`config.mk`:
```
export PLATFORM = sky130hd
export DESIGN_NAME = dual_crc32_path_hash
export DESIGN_NICKNAME = d
export VERILOG_FILES = /design/src/design/dcrc_pkg.sv /design/src/design/dcrc_byte_update.sv /design/src/design/dual_crc32_path_hash.sv
export SDC_FILE = /design/constraint.sdc
export NUM_CORES = 1
export LEC_CHECK = 0
export ABC_AREA = 1
export BUFFER_PORTS_ARGS = -buffer_cell sky130_fd_sc_hd__buf_2
export CAP_MARGIN = 20
export CORE_MARGIN = 4
export CORE_UTILIZATION = 57
export DETAILED_ROUTE_END_ITERATION = 6
export PLACE_DENSITY_LB_ADDON = 0.05
export RECOVER_POWER = 50
export SLEW_MARGIN = 30
export SYNTH_ARGS = -nofsm -noshare
export SYNTH_HDL_FRONTEND = slang
export SYNTH_HIERARCHICAL = 1
export SYNTH_SLANG_ARGS = --single-unit
```
`constraint.sdc`:
```
create_clock -name clk -period 3.3 [get_ports clk]
set_clock_uncertainty 0.1 [all_clocks]
set_input_delay 0.825 -clock clk [delete_from_list [all_inputs] [get_ports clk]]
set_output_delay 0.825 -clock clk [all_outputs]
set_load 0.05 [all_outputs]
```
`src/design/dcrc_pkg.sv`:
```
package dcrc_pkg;

	localparam int CRC_W  = 32;
	localparam int BYTE_W = 8;
	localparam int IDX_W  = 2;

	localparam logic [CRC_W-1:0] POLY_FIRST_RESET  = 32'hEDB8_8320;
	localparam logic [CRC_W-1:0] POLY_SECOND_RESET = 32'h1247_7CDF;

	typedef enum logic [IDX_W-1:0] {
		REG_POLY_FIRST  = 2'd0,
		REG_POLY_SECOND = 2'd1,
		REG_PATH_MODE   = 2'd2
	} reg_idx_t;

	localparam logic [BYTE_W-1:0] CHAR_LC_A  = 8'h61;
	localparam logic [BYTE_W-1:0] CHAR_LC_Z  = 8'h7A;
	localparam logic [BYTE_W-1:0] CHAR_UC_A  = 8'h41;
	localparam logic [BYTE_W-1:0] CHAR_BSLSH = 8'h5C;
	localparam logic [BYTE_W-1:0] CHAR_SLASH = 8'h2F;

endpackage

```
`src/design/dcrc_byte_update.sv`:
```
module dcrc_byte_update (
	input  logic [dcrc_pkg::CRC_W-1:0]  crc,
	input  logic [dcrc_pkg::BYTE_W-1:0] data_byte,
	input  logic [dcrc_pkg::CRC_W-1:0]  poly,
	output logic [dcrc_pkg::CRC_W-1:0]  crc_next
);

	always_comb begin
		logic [dcrc_pkg::CRC_W-1:0] c;
		c = crc ^ {{(dcrc_pkg::CRC_W-dcrc_pkg::BYTE_W){1'b0}}, data_byte};
		for (int k = 0; k < dcrc_pkg::BYTE_W; k++) begin
			c = c[0] ? (poly ^ (c >> 1)) : (c >> 1);
		end
		crc_next = c;
	end

endmodule

```
`src/design/dual_crc32_path_hash.sv`:
```
// Two reflected CRC-32 registers, each with its own programmable polynomial, run
// over one byte stream: one byte per beat on s_*, zero initial value, no final XOR.
// With path_mode set, a-z are folded to A-Z and backslash to slash before hashing.
// The beat marked with s_tlast yields one 64-bit digest on m_* (first CRC in bits
// 63:32, second in 31:0) and clears both registers. Throughput is one byte per
// clock, set by the eight-step shift-XOR chain of each CRC in the compute stage;
// a last byte is held in the byte_s1 stage, its digest is then registered in
// digest_q, and that byte waits there while the previous digest is unaccepted.
// Write the configuration registers only while no message is in flight.
module dual_crc32_path_hash (
	input  logic        clk,
	input  logic        arst_n,
	input  logic        s_tvalid,
	output logic        s_tready,
	input  logic [7:0]  s_tdata,   // [7:0] data_byte
	input  logic        s_tlast,
	output logic        m_tvalid,
	input  logic        m_tready,
	output logic [63:0] m_tdata,   // [63:0] digest
	input  logic        cfg_we,
	input  logic [1:0]  cfg_index,
	input  logic [31:0] cfg_data
);

	logic [dcrc_pkg::CRC_W-1:0]  poly_first_q, poly_second_q;
	logic                        path_mode_q;
	logic [dcrc_pkg::CRC_W-1:0]  crc_first_q, crc_second_q;
	logic                        valid_s1, last_s1;
	logic [dcrc_pkg::BYTE_W-1:0] byte_s1, byte_fold;
	logic [dcrc_pkg::CRC_W-1:0]  crc_first_nx, crc_second_nx;
	logic                        advance;
	logic                        out_valid_q;
	logic [63:0]                 digest_q;

	always_ff @(posedge clk or negedge arst_n) begin
		if (!arst_n) begin
			poly_first_q  <= dcrc_pkg::POLY_FIRST_RESET;
			poly_second_q <= dcrc_pkg::POLY_SECOND_RESET;
			path_mode_q   <= 1'b0;
		end else if (cfg_we) begin
			case (dcrc_pkg::reg_idx_t'(cfg_index))
				dcrc_pkg::REG_POLY_FIRST:  poly_first_q  <= cfg_data;
				dcrc_pkg::REG_POLY_SECOND: poly_second_q <= cfg_data;
				dcrc_pkg::REG_PATH_MODE:   path_mode_q   <= cfg_data[0];
				default: ;
			endcase
		end
	end

	// a last beat stalls only while the digest slot is still full
	assign advance  = valid_s1 && !(last_s1 && out_valid_q && !m_tready);
	assign s_tready = !valid_s1 || advance;

	always_ff @(posedge clk or negedge arst_n) begin
		if (!arst_n) begin
			valid_s1 <= 1'b0;
		end else if (s_tready) begin
			valid_s1 <= s_tvalid;
		end
	end

	always_ff @(posedge clk) begin
		if (s_tready && s_tvalid) begin
			byte_s1 <= s_tdata;
			last_s1 <= s_tlast;
		end
	end

	always_comb begin
		byte_fold = byte_s1;
		if (path_mode_q) begin
			if (byte_s1 >= dcrc_pkg::CHAR_LC_A && byte_s1 <= dcrc_pkg::CHAR_LC_Z) begin
				byte_fold = byte_s1 - dcrc_pkg::CHAR_LC_A + dcrc_pkg::CHAR_UC_A;
			end else if (byte_s1 == dcrc_pkg::CHAR_BSLSH) begin
				byte_fold = dcrc_pkg::CHAR_SLASH;
			end
		end
	end

	dcrc_byte_update u_crc_first (
		.crc       (crc_first_q),
		.data_byte (byte_fold),
		.poly      (poly_first_q),
		.crc_next  (crc_first_nx)
	);

	dcrc_byte_update u_crc_second (
		.crc       (crc_second_q),
		.data_byte (byte_fold),
		.poly      (poly_second_q),
		.crc_next  (crc_second_nx)
	);

	always_ff @(posedge clk or negedge arst_n) begin
		if (!arst_n) begin
			crc_first_q  <= '0;
			crc_second_q <= '0;
		end else if (advance) begin
			crc_first_q  <= last_s1 ? '0 : crc_first_nx;
			crc_second_q <= last_s1 ? '0 : crc_second_nx;
		end
	end

	always_ff @(posedge clk or negedge arst_n) begin
		if (!arst_n) begin
			out_valid_q <= 1'b0;
		end else if (advance && last_s1) begin
			out_valid_q <= 1'b1;
		end else if (m_tready) begin
			out_valid_q <= 1'b0;
		end
	end

	always_ff @(posedge clk) begin
		if (advance && last_s1) begin
			digest_q <= {crc_first_nx, crc_second_nx};
		end
	end

	assign m_tvalid = out_valid_q;
	assign m_tdata  = digest_q;

	a_idle_ready: assert property (@(posedge clk) disable iff (!arst_n)
		!valid_s1 |-> s_tready)
		else $error("input stalled with empty stage");

	a_last_emits: assert property (@(posedge clk) disable iff (!arst_n)
		(advance && last_s1) |=> m_tvalid)
		else $error("last beat produced no digest");

	a_last_clears: assert property (@(posedge clk) disable iff (!arst_n)
		(advance && last_s1) |=> (crc_first_q == '0 && crc_second_q == '0))
		else $error("crc registers not cleared after last beat");

	a_no_spurious: assert property (@(posedge clk) disable iff (!arst_n)
		(!m_tvalid && !(advance && last_s1)) |=> !m_tvalid)
		else $error("digest raised without a last beat");

endmodule
```
After elaboration in Yosys (flattened, before gate mapping)

Cells that the tools add are included.

Word-level logic and storage cells: 73
Register bits: 204
Bits of input ports: 48

Reductions and logical operators: 15
Equal/unequal tests: 3
Mux-type cells: 23
Order comparisons: 2
Add/subtract/negate cells: 2
Bitwise gates (word level): 18

Operators by type and width:

| operator                                                              | number |
|---|---|
| 32-bit 2-to-1 mux                                                     | 18 |
| 32-bit by 31-bit bitwise XOR with 32-bit output                       | 16 |
| 32-bit by 8-bit bitwise XOR with 32-bit output                        | 2 |
| 8-bit 2-to-1 mux                                                      | 3 |
| 8-bit by 7-bit adder with 8-bit output, second input constant         | 1 |
| 8-bit by 7-bit equality test with 1-bit output, second input constant | 1 |
| 8-bit by 7-bit >= comparator with 1-bit output, second input constant | 1 |
| 8-bit by 7-bit <= comparator with 1-bit output, second input constant | 1 |
| 8-bit by 7-bit subtractor with 8-bit output, second input constant    | 1 |
| 1-bit logical AND                                                     | 6 |
| 2-bit AND reduction                                                   | 3 |
| 1-bit zero test                                                       | 3 |
| 2-bit by 1-bit equality test with 1-bit output, second input constant | 1 |
| 2-bit equality test, second input constant                            | 1 |
| 2-bit zero test                                                       | 1 |
| 1-bit 2-to-1 mux                                                      | 2 |
| 2-bit nonzero test                                                    | 1 |
| 1-bit logical OR                                                      | 1 |

Depth between registers and ports, before layout

Gate-level depths: netlist (run 1).

Depth after elaboration: 22
Mapped depth: 37
Gate-level depth less buffers: 36

Cells and area by module

The synthesis (run 1) kept the hierarchy.

By module, submodules not included:

| module               | cells each | area each (um^2) | times used | sequential area each (um^2) |
|---|---|---|---|---|
| dcrc_byte_update     | 1125       | 5367.6           | 2          | 0.0 |
| dual_crc32_path_hash | 651        | 7726.2           | 1          | 5510.3 |

Least setup slack after synthesis (run 1)

No wires, ideal clock.

Kind: reg2reg
Start: register byte_s1[1] in the netlist's numbering
End: register crc_first_q[23] in the netlist's numbering
Setup slack: -321 ps
Period minus slack after synthesis: 3621 ps
Setup time: 126 ps
Data arrival time: 3395 ps
Required time: 3074 ps
Cell stages (with the launch flop): 34
Cell sequence: edfxtp_1 -> nor2_1 -> nand3_1 -> nor3_2 -> nand2_1 -> nand2_1 -> inv_2 -> nand2_1 -> nand3_1 -> nand2_2 -> nand2_4 -> nor2_1 -> nand2_1 -> nand2_4 -> nand3_1 -> buf_4 -> nand3_2 -> nand2_2 -> nand2_4 -> nand2_1 -> nand2_2 -> buf_6 -> nand3_2 -> nand2_1 -> inv_1 -> nor2_1 -> nand3_1 -> nand2_4 -> buf_4 -> nand3_1 -> nand2_1 -> inv_1 -> nand3_1 -> o21ai_0

Longest elaborated chain between the ends: 21
Elaborated cells between the ends (all ways): 27
Classes of those cells: 2 x add/sub; 2 x order compare; 1 x eq/ne; 12 x mux; 9 x bitwise; 1 x reduce/logical

Ends and longest elaborated chain:

| element                                                                | line                                                   | source |
|---|---|---|
| from (decl)                                                            | dual_crc32_path_hash.sv:29                             | `logic [dcrc_pkg::BYTE_W-1:0] byte_s1, byte_fold;` |
| from (signal assigned)                                                 | dual_crc32_path_hash.sv:64                             | `byte_s1 <= s_tdata;` |
| 8-bit by 7-bit >= comparator with 1-bit output (tied with other cells) | dual_crc32_path_hash.sv:72                             | `if (byte_s1 >= dcrc_pkg::CHAR_LC_A && byte_s1 <= dcrc_pkg::CHAR_LC_Z) begin` |
| 1-bit logical AND / 8-bit 2-to-1 mux (equally long branches)           | dual_crc32_path_hash.sv:72, dual_crc32_path_hash.sv:74 |  |
| 8-bit 2-to-1 mux (*)                                                   | dual_crc32_path_hash.sv:72                             |  |
| 8-bit 2-to-1 mux (*)                                                   | dual_crc32_path_hash.sv:71                             | `if (path_mode_q) begin` |
| via byte_fold, one bit                                                 | dual_crc32_path_hash.sv:29                             |  |
| 32-bit by 8-bit bitwise XOR with 32-bit output (*)                     | dcrc_byte_update.sv:10                                 | `c = crc ^ {{(dcrc_pkg::CRC_W-dcrc_pkg::BYTE_W){1'b0}}, data_byte};` |
| 32-bit 2-to-1 mux (*)                                                  | dcrc_byte_update.sv:12                                 | `c = c[0] ? (poly ^ (c >> 1)) : (c >> 1);` |
| 32-bit by 31-bit bitwise XOR with 32-bit output                        | dcrc_byte_update.sv:12                                 |  |
| [7 not listed]                                                         | n/a                                                    |  |
| 32-bit by 31-bit bitwise XOR with 32-bit output                        | dcrc_byte_update.sv:12                                 |  |
| 32-bit 2-to-1 mux (*)                                                  | dcrc_byte_update.sv:12                                 |  |
| 32-bit by 31-bit bitwise XOR with 32-bit output                        | dcrc_byte_update.sv:12                                 |  |
| 32-bit 2-to-1 mux (*)                                                  | dcrc_byte_update.sv:12                                 |  |
| 32-bit by 31-bit bitwise XOR with 32-bit output                        | dcrc_byte_update.sv:12                                 |  |
| 32-bit 2-to-1 mux (*)                                                  | dcrc_byte_update.sv:12                                 |  |
| via crc_first_nx, one bit                                              | dual_crc32_path_hash.sv:30                             | `logic [dcrc_pkg::CRC_W-1:0] crc_first_nx, crc_second_nx;` |
| 32-bit 2-to-1 mux (*)                                                  | dual_crc32_path_hash.sv:99                             | `crc_first_q <= last_s1 ? '0 : crc_first_nx;` |
| to (signal assigned)                                                   | dual_crc32_path_hash.sv:99                             |  |
| to (decl)                                                              | dual_crc32_path_hash.sv:27                             | `logic [dcrc_pkg::CRC_W-1:0] crc_first_q, crc_second_q;` |

The timed path passes the listed nets; every way through them passes the cells marked *.
A chain may end at the register's enable or synchronous reset.

Worst setup path in the final report (run 1)

Start: register byte_s1[1] in the netlist's numbering
End: register crc_second_q[11] in the netlist's numbering

Longest elaborated chain between the ends: 21
Elaborated cells between the ends (all ways): 27
Classes of those cells: 2 x add/sub; 2 x order compare; 1 x eq/ne; 12 x mux; 9 x bitwise; 1 x reduce/logical

Ends and longest elaborated chain:

| element                                                                | line                                                   | source |
|---|---|---|
| 8-bit by 7-bit >= comparator with 1-bit output (tied with other cells) | dual_crc32_path_hash.sv:72                             |  |
| 1-bit logical AND / 8-bit 2-to-1 mux (equally long branches)           | dual_crc32_path_hash.sv:72, dual_crc32_path_hash.sv:74 |  |
| 8-bit 2-to-1 mux (*)                                                   | dual_crc32_path_hash.sv:72                             |  |
| 8-bit 2-to-1 mux (*)                                                   | dual_crc32_path_hash.sv:71                             |  |
| via byte_fold, one bit                                                 | dual_crc32_path_hash.sv:29                             |  |
| 32-bit by 8-bit bitwise XOR with 32-bit output (*)                     | dcrc_byte_update.sv:10                                 |  |
| 32-bit 2-to-1 mux (*)                                                  | dcrc_byte_update.sv:12                                 |  |
| 32-bit by 31-bit bitwise XOR with 32-bit output                        | dcrc_byte_update.sv:12                                 |  |
| [7 not listed]                                                         | n/a                                                    |  |
| 32-bit by 31-bit bitwise XOR with 32-bit output                        | dcrc_byte_update.sv:12                                 |  |
| 32-bit 2-to-1 mux (*)                                                  | dcrc_byte_update.sv:12                                 |  |
| 32-bit by 31-bit bitwise XOR with 32-bit output                        | dcrc_byte_update.sv:12                                 |  |
| 32-bit 2-to-1 mux (*)                                                  | dcrc_byte_update.sv:12                                 |  |
| 32-bit by 31-bit bitwise XOR with 32-bit output                        | dcrc_byte_update.sv:12                                 |  |
| 32-bit 2-to-1 mux (*)                                                  | dcrc_byte_update.sv:12                                 |  |
| via crc_second_nx, one bit                                             | dual_crc32_path_hash.sv:30                             |  |
| 32-bit 2-to-1 mux (*)                                                  | dual_crc32_path_hash.sv:100                            | `crc_second_q <= last_s1 ? '0 : crc_second_nx;` |
| to (signal assigned)                                                   | dual_crc32_path_hash.sv:100                            |  |
| to (decl)                                                              | dual_crc32_path_hash.sv:27                             |  |

Marks and branches as above.

==> results of run 1 <==
## state kept, by name (all words and copies together) (netlist names)
register       cells
crc_second_q      32
poly_second_q     32
m_tdata           64
valid_s1           1
last_s1            1
crc_first_q       32
poly_first_q      32
byte_s1            8
path_mode_q        1
m_tvalid           1
## stage by stage
step | instance area, um2 | setup WS (ns) | cells | util [%]
global route | 23900 | -1.09 | 3564 | 75.5
CTS | 22900 | -0.618 | 3541 | 72.3
global placement | 20600 | -0.520 | 3429 | 65.0
finish | 23900 | -0.863 | 3564 | 75.5
detailed placement | 20600 | -0.729 | 3429 | 65.0
floorplan | 18700 | -0.273 | 2901 | -
## per-layer routing
metal | up-vias | track usage [%] | wire length (um) | part of all wire, %
li1 | 9484 | - | - | -
met1 | 9338 | 46.1 | 25900 | 41
met2 | 1095 | 52.6 | 28300 | 45
met3 | 217 | 4.82 | 6380 | 10
met4 | 0 | 13.3 | 2800 | 4.4
met5 | - | 0 | 0 | 0
## logic make-up after synthesis
group	count (synthesis)	synth area share (%)
and+or+nand+nor	1668	38.1
buffers and inverters	574	13.0
xor gates and xnor gates	262	12.4
DFF	204	29.8
AOI/OAI and AO/OA	192	6.47
adders and majority gates	1	0.0678
## cell type report
type / instances / area (um2)
multi-input cells: 2126 / 11800
fillers: 2328 / 7770
flip-flops and latches: 204 / 5510
repair buffers: 391 / 3750
inverters: 395 / 1510
clock buffers: 38 / 787
well taps: 402 / 503
clock inverters: 8 / 53.8
## timing repair
action                                  in CTS  in global routing
endpoints found under the setup margin     128                128
hold endpoints to repair                     0                  0
pin swaps                                   23                 72
gates cloned                                18                  9
resized for setup                          180                211
buffers inserted                            50                 18
## worst max-delay path by stage
| stage | startpoint | to | slack [ns] | cells after the start |
|---|---|---|---|---|
| finish | byte_s1[1]$_DFFE_PP_ | crc_second_q[11]$_DFFE_PN0P_ | -0.86 | 36 |
| global route | byte_s1[1]$_DFFE_PP_ | crc_first_q[29]$_DFFE_PN0P_ | -1.09 | 37 |
| CTS | byte_s1[1]$_DFFE_PP_ | crc_second_q[3]$_DFFE_PN0P_ | -0.62 | 33 |
| detailed placement | byte_s1[1]$_DFFE_PP_ | crc_second_q[10]$_DFFE_PN0P_ | -0.73 | 33 |
| global placement | byte_s1[0]$_DFFE_PP_ | crc_first_q[2]$_DFFE_PN0P_ | -0.52 | 29 |
| floorplan | byte_s1[1]$_DFFE_PP_ | m_tdata[46]$_DFFE_PP_ | -0.27 | 32 |
## synth_stat cells
cell         n
buf_6       14
buf_1       10
nand2_4      8
or2_2        3
clkinv_1     2
buf_2       58
clkbuf_1    76
inv_2        8
nand2_2     16
dfrtp_1     99
o21bai_1    14
nand3_2      8
o21ai_2     50
a21boi_0     1
a21oi_1      6
inv_1      385
o21ai_1      6
o21a_1       1
nand4_1     27
dfstp_2     32
buf_4       20
nor3_2       1
nand2b_1     2
nand3_1    435
xor2_1     106
nor2_1      96
nand2_1   1072
o211ai_1     2
xnor2_1    156
clkbuf_2     1
o21ai_0    112
ha_1         1
edfxtp_1    73
## critical path: cells and delay by family, from the launching register on
kind            cells  cell delay (ns)
flops               1             0.42
simple gates       27             2.65
buf+inv             8             0.77
compound gates      1             0.07
==> results.json, run 1 <==
{
  "grt_max_degree": 65,
  "postSynthNetCount": 2950,
  "numClockSinks": 204,
  "num_rows": 65,
  "timing.critical_path.required_ns": 3.62,
  "failing_checks": "DRC, capacitance limit, slew limit, setup timing",
  "num_vias": 20100,
  "setup-violations-final": 128,
  "ys_ff_latch": 204,
  "cap_viol_max_count": 2,
  "crit_arrival_ns": 4.48,
  "synth_seq_area_share_pct": 29.8,
  "global_route.usage.total_pct": 33.3,
  "synth_largest_type_area_fraction_pct": 21.8,
  "routed_wire_length_per_instance_um": 17.8,
  "dp_hpwl_um": 38800,
  "worstReg2RegEnd": "crc_second_q[11]$_DFFE_PN0P_",
  "layout_common_cells": "nand2_1, nand3_1, inv_1",
  "initial_antenna_violation_count": 0,
  "worstSetupStartpointType": "flip-flop",
  "initial_utilization_pct": 58.2,
  "area_growth_from_synthesis_to_layout_pct": 29.7,
  "layout_setup_ws_ns": -0.863,
  "worstHoldStart": "s_tdata[6]",
  "drt_first_pass_iters": 7,
  "synthesis.area_mm2": 0.0185,
  "crit-reg2reg-launch": "byte_s1[1]$_DFFE_PP_",
  "rsz0062_at_grt": "yes",
  "cp_max_fo": 7,
  "route.antenna.remaining_nets": 0,
  "final_min_period_over_clock_period_pct": 126,
  "timing.final.hold_violations": 0,
  "fin_nets": 3192,
  "detail_route.drc_violations": 2,
  "gp_routability_congestion": 0.954,
  "number_of_buffers_on_the_longest_clock_path": 3,
  "crit_path_top_delay_cell": "edfxtp_1",
  "port_buffers": 113,
  "timing.final.max_slew_violations": 108,
  "reg2reg_setup_slack_ns": -0.86,
  "clock_slew_at_reported_path_ffs_ns": 0.06,
  "synthDistinctLibCells": 33,
  "drt-total-wl_um": 63300,
  "synth_area_per_cell_um2": 6.36,
  "fp.dieW_um": 188,
  "worst_reg2reg_path_depth": 36,
  "layout.cells.most_common": "nand2_1",
  "path_category_of_the_worst_min_delay_check": "in -> reg",
  "cell_taking_the_most_area_after_synthesis": "nand2_1",
  "path_class": "reg -> reg",
  "worstSkewPairLatency_ns": 0.57,
  "timing.fmax_mhz": 240,
  "cts_tree": "done",
  "die-height_um": 188,
  "design.die.area_mm2": 0.0353,
  "cts_hold_buffers": 0,
  "cpPeakStageDelay_ns": 0.42,
  "first_global_vias": 18900,
  "hold_path_depth": 1,
  "floorplan.io_pins": 114,
  "netlist_top_cells_area": "nand2_1, dfrtp_1, edfxtp_1, nand3_1, inv_1",
  "holdWs_ns": 0.331,
  "tns_ns": -100.11,
  "cts_buffers": 25,
  "holdPathEnd": "byte_s1[6]$_DFFE_PP_",
  "grt_first_pass_wirelength_um": 97100,
  "drive_gt1_share_pct": 26.8,
  "drt_first_iter_violations": 2304,
  "status": "complete, but fails checks",
  "cts.htree.levels": 1,
  "finalCriticalPeriod_ns": 4.16,
  "antenna_cells": 0,
  "relative_slew_margins_pct": -103,
  "fp.coreArea_mm2": 0.0317,
  "gr_ovfl_total": 0,
  "cts.root.buffer_cell": "clkbuf_16",
  "synthesis.instances": 2901,
  "synth-warning-count": 6,
  "timing_worst_slew_pin_value_ns": 3.05,
  "worst_path_most_repeated_cell": "nand2_4",
  "dr_vias_cell": 5.65,
  "critical_path.endpoint_type": "flip-flop"
}
Power of run 1 is left out: the tool's default activity adds up to more than one toggle a clock period on the data nets, which glitch-free logic cannot reach.
==> inputs of run 2 (changes only) <==
- SKIP_LAST_GASP: not set -> 1
==> run 2 against run 1 <==
  * The run ends with capacitance limit, slew limit, setup timing left
  * Worst setup slack got worse by 0.0030 ns
  * First-iteration DRC count down 9.6%
  * Clock-buffer cell count unchanged
  * Core utilization is 1.1 points lower
  * Critical path type unchanged
==> results.json, run 2 (synthesis results as in run 1) <==
{
  "layout_setup_ws_ns": -0.866,
  "drt_first_pass_iters": 6,
  "cap_viol_max_count": 2,
  "dp_hpwl_um": 38800,
  "setup-violations-final": 128,
  "timing.final.max_slew_violations": 108,
  "floorplan.io_pins": 114,
  "relative_slew_margins_pct": -109,
  "grt_first_pass_wirelength_um": 96900,
  "global_route.usage.total_pct": 33.2,
  "route.antenna.remaining_nets": 0,
  "design.die.area_mm2": 0.0353,
  "drt_first_iter_violations": 2083,
  "initial_utilization_pct": 58.2,
  "path_category_of_the_worst_min_delay_check": "in -> reg",
  "cts_buffers": 25,
  "worstSkewPairLatency_ns": 0.57,
  "worst_path_most_repeated_cell": "nand2_4",
  "drt-total-wl_um": 62500,
  "timing.critical_path.required_ns": 3.63,
  "timing.final.hold_violations": 0,
  "first_global_vias": 18800,
  "cpPeakStageDelay_ns": 0.42,
  "cts_tree": "done",
  "gr_ovfl_total": 0,
  "fin_nets": 3187,
  "cp_max_fo": 6,
  "area_growth_from_synthesis_to_layout_pct": 27.9,
  "finalCriticalPeriod_ns": 4.17,
  "worstSetupStartpointType": "flip-flop",
  "port_buffers": 113,
  "grt_max_degree": 65,
  "failing_checks": "capacitance limit, slew limit, setup timing",
  "number_of_buffers_on_the_longest_clock_path": 3,
  "tns_ns": -102.28,
  "crit_path_top_delay_cell": "edfxtp_1",
  "register_area_mm2": 0.00551,
  "path_class": "reg -> reg",
  "clock_slew_at_reported_path_ffs_ns": 0.06,
  "cts.root.buffer_cell": "clkbuf_16",
  "cts.htree.levels": 1,
  "fillers": 2382,
  "layout_common_cells": "nand2_1, nand3_1, inv_1",
  "gp_routability_congestion": 0.954,
  "numClockSinks": 204,
  "timing.fmax_mhz": 240,
  "die-height_um": 188,
  "placement.setup.worst_slack_ns": -0.729,
  "final_min_period_over_clock_period_pct": 126,
  "holdWs_ns": 0.330,
  "critical_path.endpoint_type": "flip-flop",
  "crit_arrival_ns": 4.50,
  "critical_path.n_buffers_inverters": 5,
  "detail_route.drc_violations": 0,
  "num_vias": 20000,
  "drive_gt1_share_pct": 24.8,
  "routed_wire_length_per_instance_um": 17.6,
  "status": "complete, but fails checks",
  "dr_vias_cell": 5.61,
  "timing.critical_path.max_delay_family": "simple AND/OR/NAND/NOR gates",
  "layout.cells.most_common": "nand2_1",
  "initial_antenna_violation_count": 0,
  "rsz0062_at_grt": "yes",
  "antenna_cells": 0,
  "fp.coreArea_mm2": 0.0317,
  "multiInputGateArea_mm2": 0.0116,
  "timing_worst_slew_pin_value_ns": 3.13,
  "largest_register_ff_count": 64,
  "num_rows": 65,
  "fp.dieW_um": 188
}
run 2: area by class of cell:
class	instances	share of cell area, %
multi-input combinational	2126	49.3
sequential	204	23.3
timing repair buffer	386	15.3
inverter	395	6.33
clock buffer	38	3.33
tap	402	2.13
clock inverter	8	0.228
run 2: layer usage:
layer | vias to the layer above | part of all wire (%) | global-route usage, % | wire [um]
li1 | 9470 | - | - | -
met4 | 0 | 4.3 | 12.9 | 2670
met3 | 206 | 9.8 | 4.97 | 6120
met5 | - | 0 | 0 | 0
met2 | 1070 | 45 | 52.5 | 27900
met1 | 9221 | 41 | 46.0 | 25800
run 2: what timing repair did:
item,CTS,global route
endpoints found under the setup margin,128,128
buffers inserted,50,18
resized for setup,161,149
hold buffers,0,0
pin swaps,23,55
gates cloned,18,5
hold endpoints to repair,0,0
run 2: final timing paths:
| check | startpoint | end | slack (ns) | cells after the start |
|---|---|---|---|---|
| worst max-delay path | byte_s1[1]$_DFFE_PP_ | crc_first_q[11]$_DFFE_PN0P_ | -0.87 | 35 |
| worst min-delay path | s_tdata[6] | byte_s1[6]$_DFFE_PP_ | 0.33 | 1 |
| worst max register to register | byte_s1[1]$_DFFE_PP_ | crc_first_q[11]$_DFFE_PN0P_ | -0.87 | 35 |
| worst min register to register | poly_second_q[3]$_DFFE_PN1P_ | poly_second_q[3]$_DFFE_PN1P_ | 0.43 | 2 |
| max in group asynchronous | arst_n | crc_second_q[12]$_DFFE_PN0P_ | 0.09 | 1 |
| min in group asynchronous | arst_n | crc_first_q[16]$_DFFE_PN0P_ | 1.18 | 1 |
run 2: stage by stage:
step	utilization [%]	std cells	area (um2)
6_report	74.4	3559	23600
4_1_cts	72.1	3541	22900
3_3_place_gp	65.0	3429	20600
5_1_grt	74.4	3559	23600
2_1_floorplan	-	2901	18700
3_5_place_dp	65.0	3429	20600
Power of run 2 is left out for the same reason.
